`config.mk`:
```
export PLATFORM = sky130hd
export DESIGN_NAME = ter_div_cell
export DESIGN_NICKNAME = d
export VERILOG_FILES = /design/src/sv/ter_pkg.sv /design/src/sv/ter_div_cell.sv
export SDC_FILE = /design/constraint.sdc
export NUM_CORES = 1
export LEC_CHECK = 0
export BUFFER_PORTS_ARGS = -buffer_cell sky130_fd_sc_hd__buf_2
export CAP_MARGIN = 30
export CELL_PAD_IN_SITES_DETAIL_PLACEMENT = 1
export CELL_PAD_IN_SITES_GLOBAL_PLACEMENT = 1
export CORE_ASPECT_RATIO = 0.6
export CORE_MARGIN = 2
export CORE_UTILIZATION = 41
export DETAILED_ROUTE_END_ITERATION = 10
export HOLD_SLACK_MARGIN = 0.06
export PLACE_DENSITY_LB_ADDON = 0.25
export SYNTH_ARGS = -nofsm -noshare
export SYNTH_HDL_FRONTEND = slang
export SYNTH_SLANG_ARGS = --single-unit
```
`constraint.sdc`:
```
create_clock -name clk -period 4.9 [get_ports clk]
set_input_delay 0.245 -clock clk [delete_from_list [all_inputs] [get_ports clk]]
set_output_delay 0.245 -clock clk [all_outputs]
set_load 0.05 [all_outputs]
```
`src/sv/ter_pkg.sv`:
```
// ----------------------------------------------------------------------------
// ter_pkg: shared type for the tetrahedron edge ratio pipeline
// Cell control word.
// ----------------------------------------------------------------------------
package ter_pkg;

  // request tag that travels with each stage
  typedef struct packed {
    logic vld;
    logic degen;
    logic eq;
  } cell_ctl_t;

endpackage

```
`src/sv/ter_div_cell.sv`:
```
// ----------------------------------------------------------------------------
// ter_div_cell: one restoring-division step
// Shifts the partial remainder, subtracts the divisor if it fits, takes a
// quotient bit, and hands the result to the next cell.
// ----------------------------------------------------------------------------
module ter_div_cell #(
  parameter int SQ_W = 35,
  parameter int Q_W  = 33
) (
  input  logic                 clk,
  input  logic                 rst,
  input  logic                 en,
  input  ter_pkg::cell_ctl_t   ctl_i,
  input  logic [SQ_W-1:0]      rem_i,
  input  logic [SQ_W-1:0]      div_i,
  input  logic [Q_W-1:0]       q_i,
  output ter_pkg::cell_ctl_t   ctl_o,
  output logic [SQ_W-1:0]      rem_o,
  output logic [SQ_W-1:0]      div_o,
  output logic [Q_W-1:0]       q_o
);

  logic [SQ_W:0] sh;
  logic [SQ_W:0] df;
  logic          ge;

  always_comb begin
    sh = {rem_i, 1'b0};
    df = sh - {1'b0, div_i};
    ge = (sh >= {1'b0, div_i});
  end

  always_ff @(posedge clk) begin
    if (rst) begin
      ctl_o <= '0;
    end else if (en) begin
      ctl_o <= ctl_i;
    end
  end

  always_ff @(posedge clk) begin
    if (en) begin
      rem_o <= ge ? df[SQ_W-1:0] : sh[SQ_W-1:0];
      div_o <= div_i;
      q_o   <= {q_i[Q_W-2:0], ge};
    end
  end

endmodule

```
==> results.cfg <==
[grt]
grt_pass1_wl_um = 25200
grtUsageTotal_pct = 21.8
grt_max_degree = 61
gr-total-overflow = 0
antenna_found_initial = 0
grt_pass1_vias = 4895

[detailed_routing]
routedWlPerCell_um = 17.9
antenna_left = 0
drc = 0
drtIter0Drc = 277
vias_per_cell = 5.28
drt_wl_total_um = 16500
num_vias = 4843
first_pass_iters = 5

[logic_synthesis]
ys_ff_latch = 106
synth_top_family_by_area = compound AO/OA/AOI/OAI gates
synth.distinct_cells = 56
yosys.area.top_type_share_pct = 54.5
synth-adder-area-share_pct = 8.07
synth_edf_count = 103
async_reset_ff_share_pct = 0
synth-warning-count = 0
syn_nets = 645
synthMuxAreaShare_pct = 1.52
avgSynthCellArea_um2 = 11.3
synth_xor_area_share_pct = 4.32
ys.flop_type = edfxtp_1
netlist_top_cells_area = edfxtp_1, ha_1, a21oi_1
syn_area_um2 = 5670
synthCells = 500
synth-simple-area-share_pct = 10.6
seq_area_frac_synth_pct = 55.6
yosys.area.top_type = edfxtp_1
synth_compound_area_share_pct = 15.9

[cells_and_area]
layout.nets = 882
area_delta_synth_final_pct = 30.5
final_cells = 918
layout_commonest_cell = buf_2
final_cell_mix = buf_2, edfxtp_1, a21oi_1
drive_gt1_share_pct = 33.3
fin_util_pct = 54.5
design_area_um2 = 7400

[sta]
hold_viol = 0
setup_violations = 0
fin_skew_ns = 0
fin_crit_sh_pct = 63.5
maxSlewViolCount = 0
finalCriticalPeriod_ns = 3.11
hold_slack_ns = 0.0657
timing.slew.headroom_pct = 34.9
grt_setup_unrepaired = no
max_freq_mhz = 321
worst_pin_slew_ns = 0.953
final.setup.tns_ns = 0

[placed_design]
place.gp.congestion = 0.836
dpl-instance-area_um2 = 6910
place_inst = 881
hpwl_um = 12200
port_buffers = 213

[floorplan]
die_y_um = 95.1
die_width_um = 156
num_io_pins = 215
start_util_pct = 41.8
dieArea_um2 = 14800
num_rows = 33
coreArea_um2 = 13600

[power]
ir_drop_mv = 0.186
p_leak_nw = 3.31
p_per_area_nw_per_um2 = 369

[cts]
cts_buffers = 9
cts_setup_buffers = 0
cts.sinks = 106
tritoncts = done
insertion_delay_ns = 0.35
clk_pin_slew_ns = 0.08
root_buffer = clkbuf_16
cts_resized = 0
clockBufferDepth = 2
h-tree-depth = 3
cts_hold_buf = 17

[setup_path]
end_kind = flip-flop
start_kind = primary input
cp.arrival_ns = 3.22
critPathMaxFanout = 58
critPathKind = primary input to flip-flop
required_ns = 5.00

[job]
drv_cap = 0

[worst_hold_path]
min_path_type = primary input to flip-flop

[run_status]
status = complete, no violations
==> sequential cells by signal, indices dropped and copies added, names as in the netlist <==
name and cells:
q_o 33, div_o 35, rem_o 35, ctl_o 3
==> cells by family (layout without fill, tap and decap cells) <==
group | count (synthesis) | after routing
flops | 106 | 106
mux | 8 | 8
other cells | 0 | 1
xor+xnor | 28 | 28
simple gates | 128 | 128
fa+ha+maj | 36 | 36
compound gates | 141 | 141
buf+inv | 53 | 295
==> metrics by stage <==
stage / power [W] / worst slack [ns]
3_5_place_dp: 0.00202 / 1.46
6_report: 0.00273 / 1.79
4_1_cts: 0.00274 / 1.82
2_1_floorplan: 0.00179 / 2.23
5_1_grt: 0.00285 / 1.64
3_3_place_gp: 0.00200 / 1.52
==> worst paths after layout <==
| check | startpoint | end | slack, ns | cells past startpoint |
|---|---|---|---|---|
| setup reg to reg | ctl_o[1] | ctl_o[1] | 4.28 | 2 |
| hold reg to reg | ctl_o[0] | ctl_o[0] | 0.50 | 2 |
| hold / removal | q_i[10] | q_o[11] | 0.07 | 1 |
| setup / recovery | div_i[2] | rem_o[18] | 1.79 | 11 |
==> cell usage after synthesis, types with 3 or more instances <==
master and instances:
a211oi_1 6, xor2_1 11, o21a_1 8, mux2i_1 3
nand4_1 6, a21o_1 9, nor3_1 7, nand3_1 6
dfxtp_1 3, a21oi_1 63, a31oi_1 3, inv_1 44
a211o_1 4, o21ai_0 20, nor2_1 51, edfxtp_1 103
nand2b_1 4, nor4_1 3, ha_1 35, o21bai_1 10
nand2_1 29, xnor2_1 17, and3_1 5, buf_4 4
mux2_2 5
==> final cells by class <==
| cell class | instances | area (um^2) |
|---|---|---|
| antenna | 1 | 2.50 |
| fill | 1560 | 6180 |
| timing repair buffer | 234 | 1280 |
| multi-input combinational | 341 | 2290 |
| tap | 175 | 219 |
| clock buffer | 9 | 225 |
| sequential | 106 | 3150 |
| inverter | 45 | 171 |
| clock inverter | 7 | 62.6 |
==> where the power goes <==
group	total (W)	switching [W]	internal [W]
Combinational	0.000883	0.000630	0.000253
Sequential	0.00114	0.0000245	0.00111
Clock	0.000715	0.000361	0.000354
==> critical path, cell delays in order <==
cell	delay, ns
buf_2	0.08
inv_1	0.04
ha_1	0.38
a211oi_1	0.11
o21a_1	0.27
a211o_1	0.35
a21o_1	0.26
o21ba_4	0.27
o211a_4	0.30
inv_4	0.47
mux2_2	0.40
==> layer usage <==
layer | GRT usage (%) | routed length, um | share of wire (%)
met3 | 5.50 | 1180 | 7.1
met4 | 6.04 | 253 | 1.5
met2 | 34.5 | 7480 | 45
met1 | 30.2 | 7550 | 46
met5 | 0 | 0 | 0
Power figures use the tool's default switching activity.
