`src/sv/ter_pkg.sv`:
```
// ----------------------------------------------------------------------------
// ter_pkg: shared type for the tetrahedron edge ratio pipeline
// Cell control word.
// ----------------------------------------------------------------------------
package ter_pkg;

  // request tag that travels with each stage
  typedef struct packed {
    logic vld;
    logic degen;
    logic eq;
  } cell_ctl_t;

endpackage

```
`src/sv/ter_sqrt_cell.sv`:
```
// ----------------------------------------------------------------------------
// ter_sqrt_cell: one digit step of the integer square root
// Brings down two radicand bits, tries the next root bit, passes on.
// ----------------------------------------------------------------------------
module ter_sqrt_cell #(
  parameter int Q_W = 33,
  parameter int R_W = 17
) (
  input  logic               clk,
  input  logic               rst,
  input  logic               en,
  input  ter_pkg::cell_ctl_t ctl_i,
  input  logic [Q_W-1:0]     rad_i,
  input  logic [R_W+1:0]     rem_i,
  input  logic [R_W-1:0]     root_i,
  output ter_pkg::cell_ctl_t ctl_o,
  output logic [Q_W-1:0]     rad_o,
  output logic [R_W+1:0]     rem_o,
  output logic [R_W-1:0]     root_o
);

  logic [R_W+3:0] tr;
  logic [R_W+3:0] tst;
  logic [R_W+3:0] dif;
  logic           ge;

  always_comb begin
    tr  = {rem_i, rad_i[Q_W-1 -: 2]};
    tst = {2'b00, root_i, 2'b01};
    dif = tr - tst;
    ge  = (tr >= tst);
  end

  always_ff @(posedge clk) begin
    if (rst) begin
      ctl_o <= '0;
    end else if (en) begin
      ctl_o <= ctl_i;
    end
  end

  always_ff @(posedge clk) begin
    if (en) begin
      rad_o  <= {rad_i[Q_W-3:0], 2'b00};
      rem_o  <= ge ? dif[R_W+1:0] : tr[R_W+1:0];
      root_o <= {root_i[R_W-2:0], ge};
    end
  end

endmodule

```
`config.mk`:
```
export PLATFORM = sky130hd
export DESIGN_NAME = ter_sqrt_cell
export DESIGN_NICKNAME = d
export VERILOG_FILES = /design/src/sv/ter_pkg.sv /design/src/sv/ter_sqrt_cell.sv
export SDC_FILE = /design/constraint.sdc
export NUM_CORES = 1
export LEC_CHECK = 0
export ABC_AREA = 1
export BUFFER_PORTS_ARGS = -buffer_cell sky130_fd_sc_hd__buf_2
export CORE_MARGIN = 3
export CORE_UTILIZATION = 38
export DETAILED_ROUTE_END_ITERATION = 8
export HOLD_SLACK_MARGIN = 0.06
export PLACE_DENSITY = 0.65
export SLEW_MARGIN = 20
export SYNTH_ARGS = -nofsm -noshare
export SYNTH_HDL_FRONTEND = slang
export SYNTH_SLANG_ARGS = --single-unit
```
`constraint.sdc`:
```
create_clock -name clk -period 3.7 [get_ports clk]
set_input_delay 0 -clock clk [delete_from_list [all_inputs] [get_ports clk]]
set_output_delay 0 -clock clk [all_outputs]
set_load 0.02 [all_outputs]
```
==> results of run 1 <==
-- worst paths after layout --
path,start,end,cells after the start
max,root_i[7],rem_o[6]$_DFFE_PP_,15
min,rad_i[32],rem_o[1]$_DFFE_PP_,3
max reg2reg,ctl_o[0]$_SDFFE_PP0P_,ctl_o[0]$_SDFFE_PP0P_,3
min reg2reg,ctl_o[2]$_SDFFE_PP0P_,ctl_o[2]$_SDFFE_PP0P_,2
-- sequential cells by signal (all words and copies together) (netlist names) --
register	flops
ctl_o	3
rad_o	31
rem_o	19
root_o	17
-- per-layer routing --
layer,global-route usage (%),vias up
met4,5.983,0
li1,-,1683
met3,6.331,18
met1,21.56,1486
met5,0,-
met2,32.33,142
-- worst max-delay path, stage by stage --
cell,delay [ns]
dlygate4sd3_1,0.56
buf_2,0.13
inv_1,0.05
ha_1,0.35
nand2_2,0.10
nor2_2,0.15
nand2_2,0.07
nor2_2,0.09
nand2_1,0.07
nand2_2,0.06
nor2_2,0.04
nand2_4,0.22
inv_6,0.14
nand2_2,0.08
nand2_1,0.05
-- through the flow --
stage	hold slack (ns)	std cells
6_report	0.1325	740
5_1_grt	0.1726	740
4_1_cts	0.1387	740
3_5_place_dp	0.1784	655
3_3_place_gp	0.1768	655
2_1_floorplan	0.06907	386
-- layout by cell type (no fill, tap or decap), types with 17 or more instances in the layout --
master,synthesis,final
buf_2,0,144
ha_1,19,19
nand3_1,25,25
nor2_1,17,17
edfxtp_1,67,67
inv_1,54,54
a21oi_1,18,18
nand2_1,120,120
nand2_2,22,22
dlygate4sd3_1,0,69
-- area by class of cell --
cell class / instances / area share (%)
Inverter: 59 / 4.211
Clock buffer: 10 / 2.373
Sequential cell: 70 / 38.53
Clock inverter: 6 / 0.8841
Tap cell: 129 / 3.001
Timing Repair Buffer: 214 / 26.38
Multi-Input combinational cell: 252 / 24.62
-- cell families after synthesis --
logic type / after synthesis
AO/OA/AOI/OAI: 24
XOR/XNOR: 8
adder cells (fa/ha/maj): 19
buffers and inverters: 64
flip-flops: 70
other: 1
AND/OR/NAND/NOR: 199
-- power breakdown --
group          switching, W  internal (W)
logic              0.000330      0.000211
registers         0.0000192      0.000960
clock network      0.000307      0.000247
-- what timing repair did --
action / in CTS / in global routing
hold endpoints to repair: 68 / 0
gates resized for setup: 0 / 0
hold buffers: 69 / 0
==> results by group, run 1 <==
Yosys
  • Simple-Gate Fraction of Synth Area: 24.06%
  • FFs w/ async S/R, synth: 0%
  • Synth cell types: 24
  • Compound-Gate Fraction of Synth Area: under 10%
  • Synth cell count leaders: 120 x nand2_1, 67 x edfxtp_1, 54 x inv_1
  • Most common cell in the netlist: nand2_1
  • #FFs+latches synth: 70
  • Synth top area share: about 55%
  • Synth Instances: slightly below 400
  • Cell Area, Synth: 3676 sq um
  • Number of synthesized flops with an enable pin: 67
  • Syn. warnings: 0
  • Yosys top cell by area: edfxtp_1
  • Cells taking the most area after synthesis: edfxtp_1 55%, nand2_1 12%, ha_1 6.5%
  • XOR/XNOR share of the synthesized area: about 1.9%
  • Primary FF master, synth: edfxtp_1
  • Mux contribution to synthesized area: 0%
  • Largest family of logic cells by synthesized area: simple AND/OR/NAND/NOR gates
  • Sequential area share after synthesis: between 50% and 60%
  • Avg Synthesized Cell Area: 9.548 sq um
  • Post-Synth Adder-Cell Area: 6.467%

Place
  • Pre-CTS WS: 1.812 ns
  • Placed instance area: 4512 sq um
  • Post-DP HPWL: 6926 um
  • RePlAce Congestion: roughly 0.85
  • Port Buffer Count: 144

CTS
  • Max Buffers Root-to-Sink: 2
  • H-Tree Depth: 3
  • Root Driver: clkbuf_8
  • Clk_lat worst skew: ~0.34 ns
  • Setup bufs post-CTS: 0
  • Clk sinks: 70
  • Clock Pin Slew Worst Setup and Hold Paths: roughly 0.09 ns
  • CTS tree: yes
  • TritonCTS Buffers: 9

Timing
  • Layout Skew: 0 ns
  • PnR worst setup slack: 1.604 ns
  • Final setup fails: 0
  • Max Transition Viols Final: 0
  • Setup TNS: 0 ns
  • Final min period: 2.096 ns
  • RSZ-0062 raised after global routing: no
  • Normalized max-slew margin: 60.70%
  • Final hold violations: 0
  • Crit share post-route: 56.66%
  • Fmax achieved: ~0.48 GHz
  • Slew @ Worst Pin: 0.5896 ns

Setup path
  • Crit-path max FO: 22
  • WS Path Type: in2reg
  • Setup crit start kind: input port
  • Worst Setup End Kind: flop
  • Arr. time, crit path: between 2 and 2.5 ns
  • Flop2flop setup slack: 2.60 ns
  • CP required: ~3.8 ns

Finish
  • Area grow syn2layout: 46.29%
  • Final instance area: 5378 sq um
  • Final cell utilization of the core: roughly 58%
  • Fin nets: 700
  • # fillers: 817
  • Share of layout cells above drive strength 1: 32.08%
  • Antenna diodes: 0
  • Area occupied by multi-input gates: 1324 sq um
  • Register area: 2072 sq um

Routing
  • Vias per cell: 4.499
  • DRT Wirelength: 10,070 um
  • Routed wl met3: 785 um
  • Post-route ant nets: 0
  • Highest routed layer: met4
  • Via count: 3,329
  • Post-Route M1 WL: roughly 4200 um
  • DRT iter0 DRCs: 199
  • Metal2 WL: between 4000 and 5000 um
  • DR WL/cell: 13.61 um
  • Detailed Routing Iterations Pass 1: 5
  • Residual DRC count: 0

Die
  • Initial Util: 39.41%
  • Die ar.: 10,890 sq um
  • Std-Cell Rows: 35
  • Area of the core: 9328 sq um
  • Chip height: 104.4 um
  • Die Width: 104.4 um
  • Top Ports: 147

Worst hold path
  • Path type of the worst min-delay path: in2reg

Global route
  • Initial antenna violation count: 0
  • All-Layer GR Usage: 18.63%
  • Largest net degree at the start of global routing: 47
  • First-pass GRT wire length: 16,350 um
  • Vias in the first global route: around 3,400
  • Grt total ovfl: 0

Power
  • Design Power: 0.002073 W
  • Leak: 2.624 nW
  • Max rail drop VDD: 0.1915 mV
  • Power per cell area: 385.5 nW/um^2

Job
  • # Max-Cap Violations: 0

Status
  • Run status: finished clean
Power figures use the tool's default switching activity.
==> inputs of run 2 (changes only) <==
--- a/config.mk
+++ b/config.mk
@@ -11,7 +11,7 @@
 export CORE_UTILIZATION = 38
 export DETAILED_ROUTE_END_ITERATION = 8
 export HOLD_SLACK_MARGIN = 0.06
-export PLACE_DENSITY = 0.65
+export PLACE_DENSITY = 0.68
 export SLEW_MARGIN = 20
 export SYNTH_ARGS = -nofsm -noshare
 export SYNTH_HDL_FRONTEND = slang
==> constraint.sdc (replaced) <==
create_clock -name clk -period 1.84 [get_ports clk]
set_input_delay 0 -clock clk [delete_from_list [all_inputs] [get_ports clk]]
set_output_delay 0 -clock clk [all_outputs]
set_load 0.02 [all_outputs]
==> run 2 against run 1 <==
Against the previous run: design area up 3.7%; sequential cell count stayed put; critical path depth decreased by 5; critical path type unchanged; non-clock buffer count increased by 14; sequential share of layout area shrank 1.4 points.
==> results by group, run 2 (same netlist as run 1, synthesis figures left out) <==
Die
  • Die ar.: 10,890 sq um (unchanged)
  • Area of the core: 9328 sq um (unchanged)
  • Initial Util: 39.41% (unchanged)
  • Std-Cell Rows: 35 (unchanged)
  • Die Width: 104.4 um (unchanged)
  • Chip height: 104.4 um (unchanged)
  • Top Ports: 147 (unchanged)

Setup path
  • CP cell instances: dlygate4sd3_1, buf_2, ha_1, a21oi_1, nand2_2, nor2_4, nand2_8, buf_4, nand3_1, nand2_1
  • Crit-path max FO: 10 (-55%)
  • Worst Setup End Kind: flop
  • CP required: 1.95 ns (-1.84 ns)
  • WS Path Type: in2reg
  • Critical path's largest stage delay: 0.53 ns (-0.03 ns)
  • Reg2Reg Depth: 3 (unchanged)
  • Slowest cell on the critical path: dlygate4sd3_1
  • Setup crit start kind: input port
  • Arr. time, crit path: 1.84 ns (-0.35 ns)

Global route
  • Largest net degree at the start of global routing: 72 (+53%)
  • Vias in the first global route: 3,332 (-1.7%)
  • Initial antenna violation count: 0 (unchanged)
  • All-Layer GR Usage: 18.70% (+0.061 points)
  • Grt total ovfl: 0 (unchanged)
  • First-pass GRT wire length: 16,340 um (about the same)

CTS
  • H-Tree Depth: 3 (unchanged)
  • TritonCTS Buffers: 9 (unchanged)
  • CTS tree: yes
  • Clk sinks: 70 (unchanged)
  • Clk_lat worst skew: 0.34 ns (about the same)
  • Max Buffers Root-to-Sink: 2 (unchanged)
  • Clock Pin Slew Worst Setup and Hold Paths: 0.08 ns (about the same)
  • Root Driver: clkbuf_8

Timing
  • Final hold slack: 0.1234 ns (-0.009054 ns)
  • Setup TNS: 0 ns (unchanged)
  • Layout Skew: 0 ns (unchanged)
  • Final min period: between 1.5 and 2 ns
  • Crit share post-route: a little over nine tenths
  • Final setup fails: 0 (unchanged)
  • Fmax achieved: 0.5790 GHz
  • RSZ-0062 raised after global routing: no
  • Final hold violations: 0 (unchanged)
  • Max Transition Viols Final: 0 (unchanged)

Routing
  • Detailed Routing Iterations Pass 1: 4 (-1)
  • DRT iter0 DRCs: 178 (-11%)
  • DR WL/cell: 13.36 um (-1.8%)
  • DRT Wirelength: 10,080 um (about the same)
  • Vias per cell: 4.450 (-1.1%)
  • Post-route ant nets: 0 (unchanged)
  • Via count: 3,355 (+0.78%)
  • Residual DRC count: 0 (unchanged)

Power
  • Internal: 0.003064 W (+120%)
  • Sw Ratio: 29.86% (-1.8 points)
  • Gate power share: 26.1% (about the same)
  • Flop pwr share: 45.1% (-2.1 points)
  • Switch Pwr: 0.001304 W (+99%)
  • Design Power: 0.004368 W (+110%)
  • Leak: 2.722 nW (+3.8%)
  • Power per cell area: 783.7 nW/um^2 (+100%)
  • Clock power frac: 28.8% (+2.1 points)
  • Max rail drop VDD: 0.3652 mV (+91%)

Place
  • Port Buffer Count: 144 (unchanged)
  • Placed cell count: 669 (+2.1%)
  • RePlAce Congestion: 0.8166 (-4.4%)
  • Post-DP HPWL: 6830 um (-1.4%)

Finish
  • Most common cell after layout, fill and taps aside: buf_2
  • Top reg by flops: rad_o
  • Largest register FFs: 31 (unchanged)
  • Most frequent cells in the layout: 144 x buf_2, 118 x nand2_1, 69 x dlygate4sd3_1
  • Fin nets: 714 (+2.0%)
  • Share of layout cells above drive strength 1: 34.72% (+2.6 points)
  • Final Non-Filler Cells: 754 (+1.9%)
  • Antenna diodes: 0 (unchanged)
  • Largest registers: rad_o x31, rem_o x19, root_o x17
  • Area grow syn2layout: 51.63%

Job
  • # Max-Cap Violations: 0 (unchanged)

Status
  • Run status: finished clean

Worst hold path
  • WHS Path Cells: 3 (unchanged)
  • Path type of the worst min-delay path: in2reg
[run 2: final cells by class]
class / instances / area, sq um
clock inverters: 5 / 58.81
clock buffers: 11 / 141.4
fillers: 805 / 3754
repair buffers: 228 / 1549
inverters: 59 / 226.5
well taps: 129 / 161.4
multi-input cells: 252 / 1365
flip-flops and latches: 70 / 2072
[run 2: routing by layer]
layer / up-vias / GRT usage (%) / routed length, um
li1: 1715 / - / -
met1: 1501 / 23.13 / 4414
met4: 0 / 6.553 / 191
met5: - / 0 / 0
met2: 123 / 31.55 / 4831
met3: 16 / 4.842 / 639
[run 2: worst paths after layout]
check / startpoint / to / slack, ns
worst min register to register: ctl_o[2]$_SDFFE_PP0P_ / ctl_o[2]$_SDFFE_PP0P_ / 0.49
worst max register to register: ctl_o[0]$_SDFFE_PP0P_ / ctl_o[0]$_SDFFE_PP0P_ / 0.70
worst min-delay path: rad_i[32] / rem_o[1]$_DFFE_PP_ / 0.12
worst max-delay path: rem_i[16] / rem_o[2]$_DFFE_PP_ / 0.11
[run 2: power by group through the flow]
stage	Clock [W]	Sequential, W	Combinational [W]
6_report	0.00126	0.00197	0.00114
5_1_grt	0.00135	0.00199	0.00126
2_1_floorplan	0	0.00221	0.000411
3_5_place_dp	0	0.00200	0.00101
4_1_cts	0.00130	0.00197	0.00113
3_3_place_gp	0	0.00200	0.00100
[run 2: through the flow]
| stage | area (sq um) | util (%) | setup slack [ns] |
|---|---|---|---|
| 2_1_floorplan | 3680 | - | 0.3529 |
| 3_3_place_gp | 4642 | 49.77 | 0.06121 |
| 3_5_place_dp | 4642 | 49.77 | 0.05187 |
| 4_1_cts | 5533 | 59.32 | 0.004020 |
| 5_1_grt | 5574 | 59.76 | 0.01326 |
| 6_report | 5574 | 59.76 | 0.1130 |
[run 2: critical path, delay by kind of cell]
kind | cells | cell delay [ns]
compound gates | 1 | 0.19
fa+ha+maj | 1 | 0.35
buf+inv | 3 | 0.83
simple gates | 5 | 0.47
[run 2: what timing repair did]
item                                   in CTS  in global routing
hold buffers                               69                  0
buffers inserted                            0                  0
gates resized for setup                     0                  9
endpoints found under the hold margin      68                  0
setup endpoints to repair                   0                 18
==> inputs of run 3 (changes only) <==
--- a/config.mk
+++ b/config.mk
@@ -11,7 +11,7 @@
 export CORE_UTILIZATION = 38
 export DETAILED_ROUTE_END_ITERATION = 8
 export HOLD_SLACK_MARGIN = 0.06
-export PLACE_DENSITY = 0.68
+export PLACE_DENSITY = 0.66
 export SLEW_MARGIN = 20
 export SYNTH_ARGS = -nofsm -noshare
 export SYNTH_HDL_FRONTEND = slang
==> run 3 against run 2 <==
Against the previous run: register-to-register slack better by 0.05 ns; final cell count up 0.80%; critical path depth up 4; combinational power hardly changed; sequential power barely moved; wire length decreased by 1.4%; clock skew is the same; global-route usage fell by 0.24 points; first-iteration DRC count decreased by 26%; non-clock buffer count is 6 higher; fmax increased by 0.34%; critical endpoint is now rem_o[12]$_DFFE_PP_.
==> results by group, run 3 (same netlist as run 1, synthesis figures left out) <==
Status
  • Run status: finished clean

Die
  • Initial Util: 39.41% (unchanged)
  • Die Width: 104.4 um (unchanged)
  • Area of the core: 9328 sq um (unchanged)
  • Top Ports: 147 (unchanged)
  • Chip height: 104.4 um (unchanged)
  • Std-Cell Rows: 35 (unchanged)
  • Die ar.: 10,890 sq um (unchanged)

CTS
  • Root Driver: clkbuf_8
  • Setup bufs post-CTS: 0 (unchanged)
  • Clk sinks: 70 (unchanged)
  • Clock Pin Slew Worst Setup and Hold Paths: 0.09 ns (about the same)
  • TritonCTS Buffers: 9 (unchanged)
  • Max Buffers Root-to-Sink: 2 (unchanged)
  • CTS tree: yes
  • H-Tree Depth: 3 (unchanged)
  • Clk_lat worst skew: 0.35 ns (about the same)

Timing
  • RSZ-0062 raised after global routing: no
  • Crit share post-route: 93.54% (-0.31 points)
  • Fmax achieved: 0.5810 GHz (+0.34%)
  • Layout Skew: 0 ns (unchanged)
  • Final setup fails: 0 (unchanged)
  • Final min period: 1.721 ns (-0.005784 ns)
  • PnR worst setup slack: 0.1188 ns (+0.005784 ns)
  • Final hold violations: 0 (unchanged)
  • Max Transition Viols Final: 0 (unchanged)
  • Slew @ Worst Pin: 0.5874 ns
  • Normalized max-slew margin: 60.84%

Place
  • Post-DP HPWL: 6960 um (+1.9%)
  • Placed instance area: 4662 sq um (+0.43%)
  • RePlAce Congestion: 0.8613 (+5.5%)
  • Pre-CTS WS: -0.03337 ns (-0.08524 ns)
  • Port Buffer Count: 144 (unchanged)

Worst hold path
  • Hold path start: rad_i[32]
  • Path type of the worst min-delay path: in2reg
  • Hold endpoint: rem_o[1]$_DFFE_PP_
  • WHS Path Cells: 3 (unchanged)

Global route
  • Largest net degree at the start of global routing: 48 (-33%)
  • All-Layer GR Usage: 18.46% (-0.24 points)
  • Initial antenna violation count: 1 (+1)
  • Vias in the first global route: 3,288 (-1.3%)
  • Grt total ovfl: 0 (unchanged)
  • First-pass GRT wire length: 16,050 um (-1.8%)

Finish
  • Largest registers: rad_o x31, rem_o x19, root_o x17
  • # fillers: 819 (+1.7%)
  • Largest register FFs: 31 (unchanged)
  • Area grow syn2layout: 50.44%
  • Antenna diodes: 0 (unchanged)
  • Share of layout cells above drive strength 1: 34.55% (-0.17 points)
  • Top reg by flops: rad_o
  • Fin nets: 720 (+0.84%)
  • Register area: 2072 sq um (unchanged)
  • Most common cell after layout, fill and taps aside: buf_2
  • Most frequent cells in the layout: 144 x buf_2, 119 x nand2_1, 69 x dlygate4sd3_1
  • Area occupied by multi-input gates: 1326 sq um (-2.8%)
  • Final instance area: 5530 sq um (-0.79%)

Routing
  • DR WL/cell: 13.07 um (-2.2%)
  • DRT Wirelength: 9934 um (-1.4%)
  • Residual DRC count: 0 (unchanged)
  • DRT iter0 DRCs: 131 (-26%)
  • Via count: 3,353 (-0.060%)
  • Vias per cell: 4.412 (-0.85%)
  • Detailed Routing Iterations Pass 1: 5 (+1)
  • Post-route ant nets: 0 (unchanged)

Setup path
  • Flop2flop setup slack: 0.75 ns (+0.05 ns)
  • Critical path's top delay family: buffers and inverters
  • WS Path Type: in2reg
  • CP Launch Point: rad_i[31]
  • Worst Setup End Kind: flop
  • CP required: 1.96 ns (about the same)
  • Setup crit start kind: input port
  • Most frequent cell on the critical path: nand2_1
  • Crit-path max FO: 6 (-4)
  • CP cell instances: dlygate4sd3_1, buf_2, inv_1, ha_1, inv_2, nand3_1, nand3_1, nand2_1, nand2_2, nand2_1, nand2_1, nand2_1, nand3_1, nand2_1
  • Arr. time, crit path: 1.84 ns (about the same)
  • Slowest cell on the critical path: dlygate4sd3_1
  • Reg-to-reg startpoint: ctl_o[0]$_SDFFE_PP0P_
  • Crit path buf inv count: 4 (+1)
  • Reg2Reg Depth: 3 (unchanged)
  • Critical path's largest stage delay: 0.52 ns (about the same)
  • FF-to-FF End: ctl_o[0]$_SDFFE_PP0P_

Power
  • Design Power: 0.004238 W (-3.0%)
  • Power per cell area: 766.4 nW/um^2 (-2.2%)
  • Max rail drop VDD: 0.2876 mV (-21%)
  • Leak: 2.715 nW (-0.26%)

Job
  • # Max-Cap Violations: 0 (unchanged)
==> run 3: worst max path at each step <==
| stage | to | slack (ns) | depth (start not counted) |
|---|---|---|---|
| after floorplan | rem_o[17]$_DFFE_PP_ | 0.35 | 14 |
| after global placement | rem_o[13]$_DFFE_PP_ | -0.002 | 14 |
| after detailed placement | rem_o[13]$_DFFE_PP_ | -0.03 | 14 |
| after CTS | rem_o[12]$_DFFE_PP_ | 0.07 | 14 |
| after global routing | rem_o[16]$_DFFE_PP_ | 0.02 | 14 |
| final | rem_o[12]$_DFFE_PP_ | 0.12 | 14 |
==> run 3: per-stage QoR <==
stage | utilization [%] | hold slack [ns] | cells | setup TNS [ns]
6_report | 59.29 | 0.1580 | 760 | 0
5_1_grt | 59.29 | 0.1810 | 760 | 0
4_1_cts | 59.26 | 0.1646 | 760 | 0
3_5_place_dp | 49.98 | 0.1784 | 675 | -0.2671
3_3_place_gp | 49.98 | 0.1774 | 675 | -0.002940
2_1_floorplan | - | 0.06907 | 386 | 0
==> run 3: repair_timing <==
action / in CTS / in global routing
endpoints found under the hold margin: 68 / 0
setup endpoints to repair: 0 / 2
hold buffers: 69 / 0
gates resized for setup: 0 / 2
==> run 3: per-layer routing <==
metal	vias up	GRT usage [%]	wire length, um
met3	15	6.021	782
met4	2	5.318	125
met5	-	0	7
met2	123	31.00	4721
met1	1482	22.66	4297
li1	1731	-	-
==> run 3: layout make-up <==
| class | count | share of cell area [%] |
|---|---|---|
| Sequential cell | 70 | 37.47 |
| Timing Repair Buffer | 234 | 28.37 |
| Multi-Input combinational cell | 252 | 23.98 |
| Inverter | 59 | 4.095 |
| Tap cell | 129 | 2.919 |
| Clock buffer | 10 | 2.308 |
| Clock inverter | 6 | 0.8597 |
==> run 3: tightest hold or removal path, stage by stage <==
cell and delay (ns):
buf_2 0.12, inv_1 0.08, o21ai_0 0.20
==> run 3: report_power, final <==
part | total [W] | internal, W | switching (W)
Sequential | 0.00197 | 0.00193 | 0.0000363
Clock | 0.00113 | 0.000496 | 0.000637
Combinational | 0.00114 | 0.000473 | 0.000666
Total | 0.00424 | 0.00290 | 0.00134
